$ cat config.mk
export PLATFORM = sky130hd
export DESIGN_NAME = imu_serial_frame_decoder_unit
export DESIGN_NICKNAME = d
export VERILOG_FILES = /design/src/sv/imu_sfd_pkg.sv /design/src/sv/imu_sfd_parser.sv /design/src/sv/imu_sfd_scale.sv /design/src/sv/imu_serial_frame_decoder_unit.sv
export SDC_FILE = /design/constraint.sdc
export NUM_CORES = 2
export LEC_CHECK = 0
export ABC_AREA = 1
export BUFFER_PORTS_ARGS = -buffer_cell sky130_fd_sc_hd__buf_2
export CORE_ASPECT_RATIO = 1.4
export CORE_MARGIN = 3
export CORE_UTILIZATION = 61
export CTS_CLUSTER_DIAMETER = 40
export CTS_CLUSTER_SIZE = 20
export DETAILED_ROUTE_END_ITERATION = 8
export PLACE_DENSITY = 0.9
export SLEW_MARGIN = 20
export SYNTH_ARGS = -nofsm -noshare
export SYNTH_HDL_FRONTEND = slang
export SYNTH_HIERARCHICAL = 1
export SYNTH_SLANG_ARGS = --single-unit
$ cat constraint.sdc
create_clock -name clk -period 6.79 [get_ports clk]
set_input_delay 1.0185 -clock clk [delete_from_list [all_inputs] [get_ports clk]]
set_output_delay 1.0185 -clock clk [all_outputs]
set_load 0.03 [all_outputs]
$ cat src/sv/imu_sfd_pkg.sv
// Shared types, constants and gain table for the IMU serial frame decoder.
package imu_sfd_pkg;

    localparam int BYTE_W  = 8;
    localparam int POS_W   = 4;
    localparam int WORD_W  = 16;
    localparam int MAG_W   = WORD_W + 1;
    localparam int GAIN_W  = 25;
    localparam int VAL_W   = 25;
    localparam int FRAC_W  = 16;
    localparam int PROD_W  = MAG_W + GAIN_W;
    localparam int AXES    = 3;
    localparam int PAY_N   = 2 * AXES;
    localparam int PAY_IDX_W = $clog2(PAY_N);

    localparam logic [BYTE_W-1:0] HDR_BYTE = 8'h55;
    localparam logic [BYTE_W-1:0] TYPE_ACC = 8'h51;
    localparam logic [BYTE_W-1:0] TYPE_GYR = 8'h52;
    localparam logic [BYTE_W-1:0] TYPE_ANG = 8'h53;

    // byte positions inside a frame
    localparam logic [POS_W-1:0] POS_HUNT     = 4'd0;
    localparam logic [POS_W-1:0] POS_TYPE     = 4'd1;
    localparam logic [POS_W-1:0] POS_PAY_FIRST = 4'd2;
    localparam logic [POS_W-1:0] POS_PAY_LAST = 4'd7;
    localparam logic [POS_W-1:0] POS_CSUM     = 4'd10;

    // Q9.16 gains: 16 g, 2000 deg/s and pi rad full scale over 32768
    localparam logic [GAIN_W-1:0] K_ACC = 25'd20566036;
    localparam logic [GAIN_W-1:0] K_GYR = 25'd4575276;
    localparam logic [GAIN_W-1:0] K_ANG = 25'd411775;

    localparam logic [PROD_W-1:0] ROUND_HALF = PROD_W'(1) << (FRAC_W - 1);

    typedef enum logic [1:0] {
        ST_OK   = 2'd0,
        ST_CSUM = 2'd1,
        ST_TYPE = 2'd2
    } status_t;

    typedef enum logic [1:0] {
        KIND_ACC = 2'd0,
        KIND_GYR = 2'd1,
        KIND_ANG = 2'd2
    } kind_t;

    // decoded frame handed from the parser to the scaling stage
    typedef struct packed {
        status_t                     status;
        kind_t                       kind;
        logic [AXES-1:0]             neg;
        logic [AXES-1:0][MAG_W-1:0]  mag;
    } frame_t;

    function automatic logic [GAIN_W-1:0] kind_gain(input kind_t kind);
        logic [GAIN_W-1:0] g;
        case (kind)
            KIND_ACC: g = K_ACC;
            KIND_GYR: g = K_GYR;
            KIND_ANG: g = K_ANG;
            default:  g = '0;
        endcase
        return g;
    endfunction

endpackage

$ cat src/sv/imu_sfd_parser.sv
// Byte-level frame parser: header hunt, checksum, type decode, frame register.
module imu_sfd_parser (
    input  logic                           clk,
    input  logic                           rst_n,
    input  logic                           byte_accept,
    input  logic [imu_sfd_pkg::BYTE_W-1:0] rx_byte,
    input  logic                           advance,
    output logic                           frm_valid,
    output imu_sfd_pkg::frame_t            frm
);

    logic [imu_sfd_pkg::POS_W-1:0]  pos_reg, pos_next;
    logic [imu_sfd_pkg::BYTE_W-1:0] sum_reg, sum_next;
    logic [imu_sfd_pkg::BYTE_W-1:0] type_reg, type_next;
    logic [imu_sfd_pkg::BYTE_W-1:0] pay_reg [imu_sfd_pkg::PAY_N];
    logic                           frm_valid_reg, frm_valid_next;
    imu_sfd_pkg::frame_t            frm_reg, frm_next;

    logic                                hunting;
    logic                                done;
    logic                                pay_wr;
    logic [imu_sfd_pkg::PAY_IDX_W-1:0]   pay_idx;
    logic [imu_sfd_pkg::POS_W-1:0]       pay_off;
    logic [imu_sfd_pkg::WORD_W-1:0]      word [imu_sfd_pkg::AXES];

    assign hunting = (pos_reg == imu_sfd_pkg::POS_HUNT) || (pos_reg > imu_sfd_pkg::POS_CSUM);
    assign done    = byte_accept && !hunting && (pos_reg == imu_sfd_pkg::POS_CSUM);
    assign pay_off = pos_reg - imu_sfd_pkg::POS_PAY_FIRST;
    assign pay_idx = pay_off[imu_sfd_pkg::PAY_IDX_W-1:0];
    assign pay_wr  = byte_accept && !hunting
                     && (pos_reg >= imu_sfd_pkg::POS_PAY_FIRST)
                     && (pos_reg <= imu_sfd_pkg::POS_PAY_LAST);

    always_comb
    begin
        pos_next  = pos_reg;
        sum_next  = sum_reg;
        type_next = type_reg;
        if (byte_accept)
        begin
            if (hunting)
            begin
                if (rx_byte == imu_sfd_pkg::HDR_BYTE)
                begin
                    sum_next = imu_sfd_pkg::HDR_BYTE;
                    pos_next = imu_sfd_pkg::POS_TYPE;
                end
                else
                begin
                    pos_next = imu_sfd_pkg::POS_HUNT;
                end
            end
            else if (pos_reg < imu_sfd_pkg::POS_CSUM)
            begin
                if (pos_reg == imu_sfd_pkg::POS_TYPE)
                begin
                    type_next = rx_byte;
                end
                sum_next = sum_reg + rx_byte;
                pos_next = pos_reg + 4'd1;
            end
            else
            begin
                pos_next = imu_sfd_pkg::POS_HUNT;
            end
        end
    end

    // little-endian words from the stored data bytes
    always_comb
    begin
        for (int i = 0; i < imu_sfd_pkg::AXES; i++)
        begin
            word[i] = {pay_reg[2*i+1], pay_reg[2*i]};
        end
    end

    always_comb
    begin
        frm_next        = frm_reg;
        frm_next.status = imu_sfd_pkg::ST_OK;
        frm_next.kind   = imu_sfd_pkg::KIND_ACC;
        if (sum_reg != rx_byte)
        begin
            frm_next.status = imu_sfd_pkg::ST_CSUM;
        end
        else
        begin
            case (type_reg)
                imu_sfd_pkg::TYPE_ACC: frm_next.kind = imu_sfd_pkg::KIND_ACC;
                imu_sfd_pkg::TYPE_GYR: frm_next.kind = imu_sfd_pkg::KIND_GYR;
                imu_sfd_pkg::TYPE_ANG: frm_next.kind = imu_sfd_pkg::KIND_ANG;
                default:               frm_next.status = imu_sfd_pkg::ST_TYPE;
            endcase
        end
        for (int i = 0; i < imu_sfd_pkg::AXES; i++)
        begin
            if (frm_next.status == imu_sfd_pkg::ST_OK)
            begin
                frm_next.neg[i] = word[i][imu_sfd_pkg::WORD_W-1];
                frm_next.mag[i] = word[i][imu_sfd_pkg::WORD_W-1]
                    ? imu_sfd_pkg::MAG_W'(17'h10000 - {1'b0, word[i]})
                    : {1'b0, word[i]};
            end
            else
            begin
                // error results carry zero values
                frm_next.neg[i] = 1'b0;
                frm_next.mag[i] = '0;
            end
        end
    end

    // a new frame only lands when the slot is free or draining this cycle
    assign frm_valid_next = (frm_valid_reg && !advance) || done;

    always_ff @(posedge clk or negedge rst_n)
    begin
        if (!rst_n)
        begin
            pos_reg       <= imu_sfd_pkg::POS_HUNT;
            sum_reg       <= '0;
            type_reg      <= '0;
            frm_valid_reg <= 1'b0;
        end
        else
        begin
            pos_reg       <= pos_next;
            sum_reg       <= sum_next;
            type_reg      <= type_next;
            frm_valid_reg <= frm_valid_next;
        end
    end

    always_ff @(posedge clk)
    begin
        if (pay_wr)
        begin
            pay_reg[pay_idx] <= rx_byte;
        end
        if (done)
        begin
            frm_reg <= frm_next;
        end
    end

    assign frm_valid = frm_valid_reg;
    assign frm       = frm_reg;

endmodule

$ cat src/sv/imu_sfd_scale.sv
// One axis of the scaling to signed Q8.16: magnitude times gain, round half away, sign.
module imu_sfd_scale (
    input  logic                                  neg,
    input  logic [imu_sfd_pkg::MAG_W-1:0]         mag,
    input  logic [imu_sfd_pkg::GAIN_W-1:0]        gain,
    output logic signed [imu_sfd_pkg::VAL_W-1:0]  value
);

    logic [imu_sfd_pkg::PROD_W-1:0] prod;
    logic [imu_sfd_pkg::PROD_W-1:0] rounded;
    logic [imu_sfd_pkg::VAL_W-1:0]  q;

    assign prod    = imu_sfd_pkg::PROD_W'(mag) * imu_sfd_pkg::PROD_W'(gain);
    assign rounded = (prod + imu_sfd_pkg::ROUND_HALF) >> imu_sfd_pkg::FRAC_W;
    assign q       = rounded[imu_sfd_pkg::VAL_W-1:0];
    assign value   = neg ? (~q + 1'b1) : q;

endmodule

$ cat src/sv/imu_serial_frame_decoder_unit.sv
// Top level of the IMU serial frame decoder: parser, scaling lanes, output register.
//
// Input stream (s_*): one received serial byte per item in s_tdata[7:0].
// Bytes other than 0x55 are dropped while hunting; after a header, ten more
// bytes (type, eight data bytes, checksum) complete a frame. The checksum
// byte produces exactly one result item; all other bytes produce none.
// Output stream (m_*): m_tuser carries status and kind, m_tdata the three
// signed Q8.16 axis values. Errors (checksum mismatch, unknown type) give
// kind 0 and zero values.
// Result path: the frame register loads on the edge that accepts the checksum
// byte; the output register loads from it when it is empty or being read, and
// m_tvalid is driven from the output register.
// Throughput: one byte per cycle while s_tready is high, set by the parser update and
// one 17x25 multiply per axis between the frame and output registers.
// When m_tready is low the result holds in the output register, one further
// frame can wait in the frame register, and bytes keep flowing until that
// frame register is full; then s_tready drops.
// Reset (rst_n low, asynchronous) returns the parser to header hunting and
// empties both stages.
module imu_serial_frame_decoder_unit (
    input  logic        clk,
    input  logic        rst_n,
    input  logic        s_tvalid,
    output logic        s_tready,
    input  logic [7:0]  s_tdata,   // [7:0] rx_byte
    output logic        m_tvalid,
    input  logic        m_tready,
    output logic [79:0] m_tdata,   // [24:0] value_x, [49:25] value_y, [74:50] value_z, pad
    output logic [3:0]  m_tuser    // [1:0] status, [3:2] kind
);

    logic                byte_accept;
    logic                advance;
    logic                frm_valid;
    imu_sfd_pkg::frame_t frm;
    logic [imu_sfd_pkg::GAIN_W-1:0]        gain;
    logic signed [imu_sfd_pkg::VAL_W-1:0]  lane_val [imu_sfd_pkg::AXES];

    logic                                  out_valid_reg, out_valid_next;
    imu_sfd_pkg::status_t                  status_reg;
    imu_sfd_pkg::kind_t                    kind_reg;
    logic signed [imu_sfd_pkg::VAL_W-1:0]  val_reg [imu_sfd_pkg::AXES];

    assign advance     = !out_valid_reg || m_tready;
    assign s_tready    = !frm_valid || advance;
    assign byte_accept = s_tvalid && s_tready;

    imu_sfd_parser u_parser (
        .clk         (clk),
        .rst_n       (rst_n),
        .byte_accept (byte_accept),
        .rx_byte     (s_tdata),
        .advance     (advance),
        .frm_valid   (frm_valid),
        .frm         (frm)
    );

    assign gain = imu_sfd_pkg::kind_gain(frm.kind);

    genvar g;
    generate
        for (g = 0; g < imu_sfd_pkg::AXES; g++)
        begin : g_lane
            imu_sfd_scale u_scale (
                .neg   (frm.neg[g]),
                .mag   (frm.mag[g]),
                .gain  (gain),
                .value (lane_val[g])
            );
        end
    endgenerate

    assign out_valid_next = advance ? frm_valid : out_valid_reg;

    always_ff @(posedge clk or negedge rst_n)
    begin
        if (!rst_n)
        begin
            out_valid_reg <= 1'b0;
        end
        else
        begin
            out_valid_reg <= out_valid_next;
        end
    end

    always_ff @(posedge clk)
    begin
        if (advance && frm_valid)
        begin
            status_reg <= frm.status;
            kind_reg   <= frm.kind;
            for (int i = 0; i < imu_sfd_pkg::AXES; i++)
            begin
                val_reg[i] <= lane_val[i];
            end
        end
    end

    assign m_tvalid = out_valid_reg;
    assign m_tuser  = {kind_reg, status_reg};
    assign m_tdata  = {5'd0, val_reg[2], val_reg[1], val_reg[0]};

endmodule

==> reports/metrics.cfg, run 1 <==
[yosys]
ys_types=52
synth_cells=7427
syn_area_um2=55610
async_reset_ff_share_pct=10.63
synth_top_flop_cell=edfxtp_1
ys_seq_area_share_pct=10.98
ys_warn_count=6
syn_area_per_cell_um2=7.487
synth_edf_count=185
synth-seq-cells=207

[die]
initial_core_util_pct=61.71
die_w_um=261.2
die_y_um=363.2
num_rows=130
io_pins=98

[sta]
worst-ep-kind=register input
grt-worst-endpoint=val_reg[0][47]$_DFFE_PP_/D

[cts]
cts.sinks=207
h-tree-depth=2
cts_made_buffers=35
cts.path.max_buffers=3
clockRootBuffer=clkbuf_16

[status]
stop_stage=global routing (5_1_grt)
stop_error=[ERROR GRT-0232] Routing congestion too high. Check the congestion heatmap in the GUI.
status=did not finish

[global_routing]
grt_usage_pct=60.16
grt_max_degree=46
gr-total-overflow=60

[place]
io_buffers=92
post-place-ws_ns=-0.3977
dpl.hpwl_um=128400
gp_congestion=1.042

## logic make-up after synthesis
group | after synthesis | share of synthesized area (%)
XOR/XNOR | 84 | 1.418
AO/OA/AOI/OAI | 290 | 2.909
other | 2 | 0.01351
adder cells (fa/ha/maj) | 1437 | 46.24
flip-flops | 207 | 10.98
buffers and inverters | 2459 | 16.72
AND/OR/NAND/NOR | 2948 | 21.72
## layer usage
layer	track usage [%]	overflow
met5	28.55	0
met4	61.81	27
met3	47.56	6
met2	75.44	27
met1	56.97	0
## per-stage QoR
stage / area [um2] / TNS (ns) / instances / hold WS (ns)
after CTS: 63340 / -10.67 / 9027 / 0.4768
after global placement: 60910 / -3.907 / 8936 / 0.4660
after detailed placement: 60910 / -14.59 / 8936 / 0.4734
after floorplan: 55750 / 0 / 7451 / 0.4003
## cell usage after synthesis (all sizes together) (25+ instances only)
library cell  count  area [um2]
nand2          2256        8703
inv            2136        8018
fa             1030       20620
ha              407        5092
nor2            373        1525
clkbuf          299        1122
nand3           218        1201
edfxtp          185        5555
a21oi           147       780.8
o21ai           103       530.5
xor2             58       560.5
nand4            36       225.2
nor3             31       165.2
xnor2            26       227.7
o21bai           25       202.7
## timing repair
item	in CTS
pin swaps	55
endpoints found under the setup margin	65
hold buffers	0
setup buffers	20
resized for setup	202
gates cloned	7
==> run 2: changes to the inputs <==
- CORE_ASPECT_RATIO: 1.4 -> unset
- CORE_UTILIZATION: 61 -> 40
- CTS_CLUSTER_DIAMETER: 40 -> unset
- CTS_CLUSTER_SIZE: 20 -> unset
- PLACE_DENSITY: 0.9 -> unset
- PLACE_DENSITY_LB_ADDON: unset -> 0.15
- clock period: 6.79 -> 8.8 ns (I/O delays scaled with it)
==> run 2 against run 1 <==
Effect of this change: the flow now finishes without violations; synthesized cell count did not move; synthesized area did not move.
==> reports/metrics.cfg, run 2 <==
[yosys]
syn_area_per_cell_um2=7.487
synth_xor_area_share_pct=1.418
synth-seq-cells=207
synth_edf_count=185
synth_cells=7427
yosys.area_share.simple_pct=21.72
synth_top_area_cell=fa_1
synth_top_flop_cell=edfxtp_1
ys_top_cells_by_area=fa_1 37%, nand2_1 15%, inv_1 14%
syn_area_um2=55610
ys_types=52
yosys-top-cells-count=2,182 x nand2_1, 2,123 x inv_1, 1,030 x fa_1
async_reset_ff_share_pct=10.63
synth.most_common_cell=nand2_1
ys_seq_area_share_pct=10.98
synthMuxAreaShare_pct=0
ys_warn_count=6
synth_compound_area_share_pct=2.909
synth_top_family_by_area=adder cells
synthAdderAreaFrac_pct=46.24
yosys.area.top_type_share_pct=37.08

[critical_path]
r2r-end=val_reg[0][24]
cpMaxStageDelayCell=ha_4
worstPathMaxFanout=62
startpoint_type=flip-flop
crit_arrival_ns=8.19
end_kind=flip-flop
crit_path_max_incr_delay_ns=0.88
path_class=flip-flop to flip-flop
required_ns=9.15
reg2regPathDepth=30
reg2reg_slack_ns=0.96
r2r_start=u_parser/frm[54]

[sta]
finClkSkew_ns=0.01477
fin_crit_ns=7.840
hold_viol_final=0
slew_violations=0
fin_hold_ws_ns=0.4222
tightest_slew_ns=1.235
fin_tns_setup_ns=0
rsz0062_at_grt=no
setup_viol=0
finalCritPeriodShare_pct=89.09
clock.fmax_mhz=127.6
relSlewSlack_pct=17.05

[cts]
clkLatencyLatePin_ns=0.60
cts_resized=0
cts.sinks=207
path_clk_slew_ns=0.06
cts_tree=built
clockRootBuffer=clkbuf_16
post_cts_buffers=0
cts_made_buffers=25
h-tree-depth=1
cts_hold_buffers=0
cts.path.max_buffers=3

[worst_hold_path]
holdCritPathClass=flip-flop to flip-flop
min_from=u_parser/frm[57]
holdPathEnd=status_reg[1]
hold_depth=0

[place]
io_buffers=92
gp_congestion=0.9520
placed_cells=9099
dpl.hpwl_um=121500

[finish]
instances_no_fill=9150
largest_reg_flops=75
drive_above_1_share_pct=5.249
fillers=14307
fin_nets=8784
layout_commonest_cell=nand2_1
final_cell_mix=2,182 x nand2_1, 2,122 x inv_1, 1,030 x fa_1
syn2layout_area_growth_pct=5.596

[global_routing]
grt_usage_pct=21.78
grt_pass1_wl_um=247900
grt_pass1_vias=45804
antenna_found_initial=3
gr-total-overflow=0
grt_max_degree=107

[route]
wl_per_cell_um=16.41
drt_first_pass_iters=6
via_per_inst=4.723
postRouteWirelength_um=150100
drtIter0Drc=2511
ant_nets=0
drc_errors=0
num_vias=43216

[die]
die_y_um=378.9
die-area_um2=143500
core_area_um2=137800
num_rows=136
initial_core_util_pct=40.34
io_pins=98
die_w_um=378.9

[job]
max_cap_viol_count=0

[power_and_ir_drop]
powerDensity_nw_per_um2=52.57
vdd_ir_drop_max_mv=0.1191
p_leak_nw=34.67

[status]
status=completed

==> run 2: kinds of logic (layout without fill, tap and decap cells) <==
kind of cell	after synthesis	after routing
buf+inv	2459	2362
other cells	2	28
compound gates	290	290
fa+ha+maj	1437	1437
flops	207	207
xor+xnor	84	84
simple gates	2948	2948
==> run 2: where the power goes <==
group	total (mW)	switching [mW]	internal, mW
clock network	1.01	0.468	0.543
registers	1.15	0.0336	1.11
logic	0.927	0.626	0.301
==> run 2: worst max-delay path by stage <==
stage	start	end
6_report	u_parser/frm[54]	val_reg[0][24]
5_1_grt	u_parser/frm[54]	val_reg[0][24]
4_1_cts	u_parser/frm[54]	val_reg[0][24]
3_5_place_dp	u_parser/frm[54]	val_reg[0][24]
3_3_place_gp	u_parser/frm[54]	val_reg[0][34]
2_1_floorplan	u_parser/frm[54]	val_reg[0][24]
==> run 2: final cells by class <==
type / count / area (um2) / share of cell area, %
Antenna cell: 2 / 5.005 / 0.008523
Clock buffer: 33 / 665.6 / 1.134
Clock inverter: 13 / 108.9 / 0.1854
Inverter: 2140 / 8035 / 13.68
Multi-Input combinational cell: 4785 / 40370 / 68.74
Sequential cell: 207 / 6106 / 10.40
Tap cell: 1794 / 2245 / 3.823
Timing Repair Buffer: 176 / 1189 / 2.024
==> run 2: critical path, delay by kind of cell, from the launching register on <==
family,cells,cell delay [ns]
flip-flops,1,0.42
adder cells (fa/ha/maj),9,4.46
AND/OR/NAND/NOR,12,1.37
AO/OA/AOI/OAI,1,0.26
buffers and inverters,7,0.78
XOR/XNOR,1,0.27
==> run 2: routing by layer <==
metal | GRT usage, % | vias up | part of all wire (%) | routed length, um
met5 | 0 | - | 0 | 0
met4 | 3.929 | 0 | 1.9 | 2918
met3 | 2.423 | 147 | 4.8 | 7241
met2 | 37.03 | 882 | 47 | 71230
met1 | 30.28 | 21248 | 46 | 68750
li1 | - | 20939 | - | -
==> run 2: metrics by stage <==
step / utilization (%) / instance area [um2] / power, mW / worst slack [ns]
after CTS: 42.55 / 58650 / 3.112 / 0.9059
after global placement: 41.99 / 57880 / 2.067 / 1.025
after detailed placement: 41.99 / 57880 / 2.072 / 0.9071
after global routing: 42.60 / 58710 / 3.311 / 0.4450
final: 42.60 / 58720 / 3.087 / 0.9600
after floorplan: - / 55700 / 1.844 / 1.556
No activity file was read; power rests on OpenSTA's default activity.
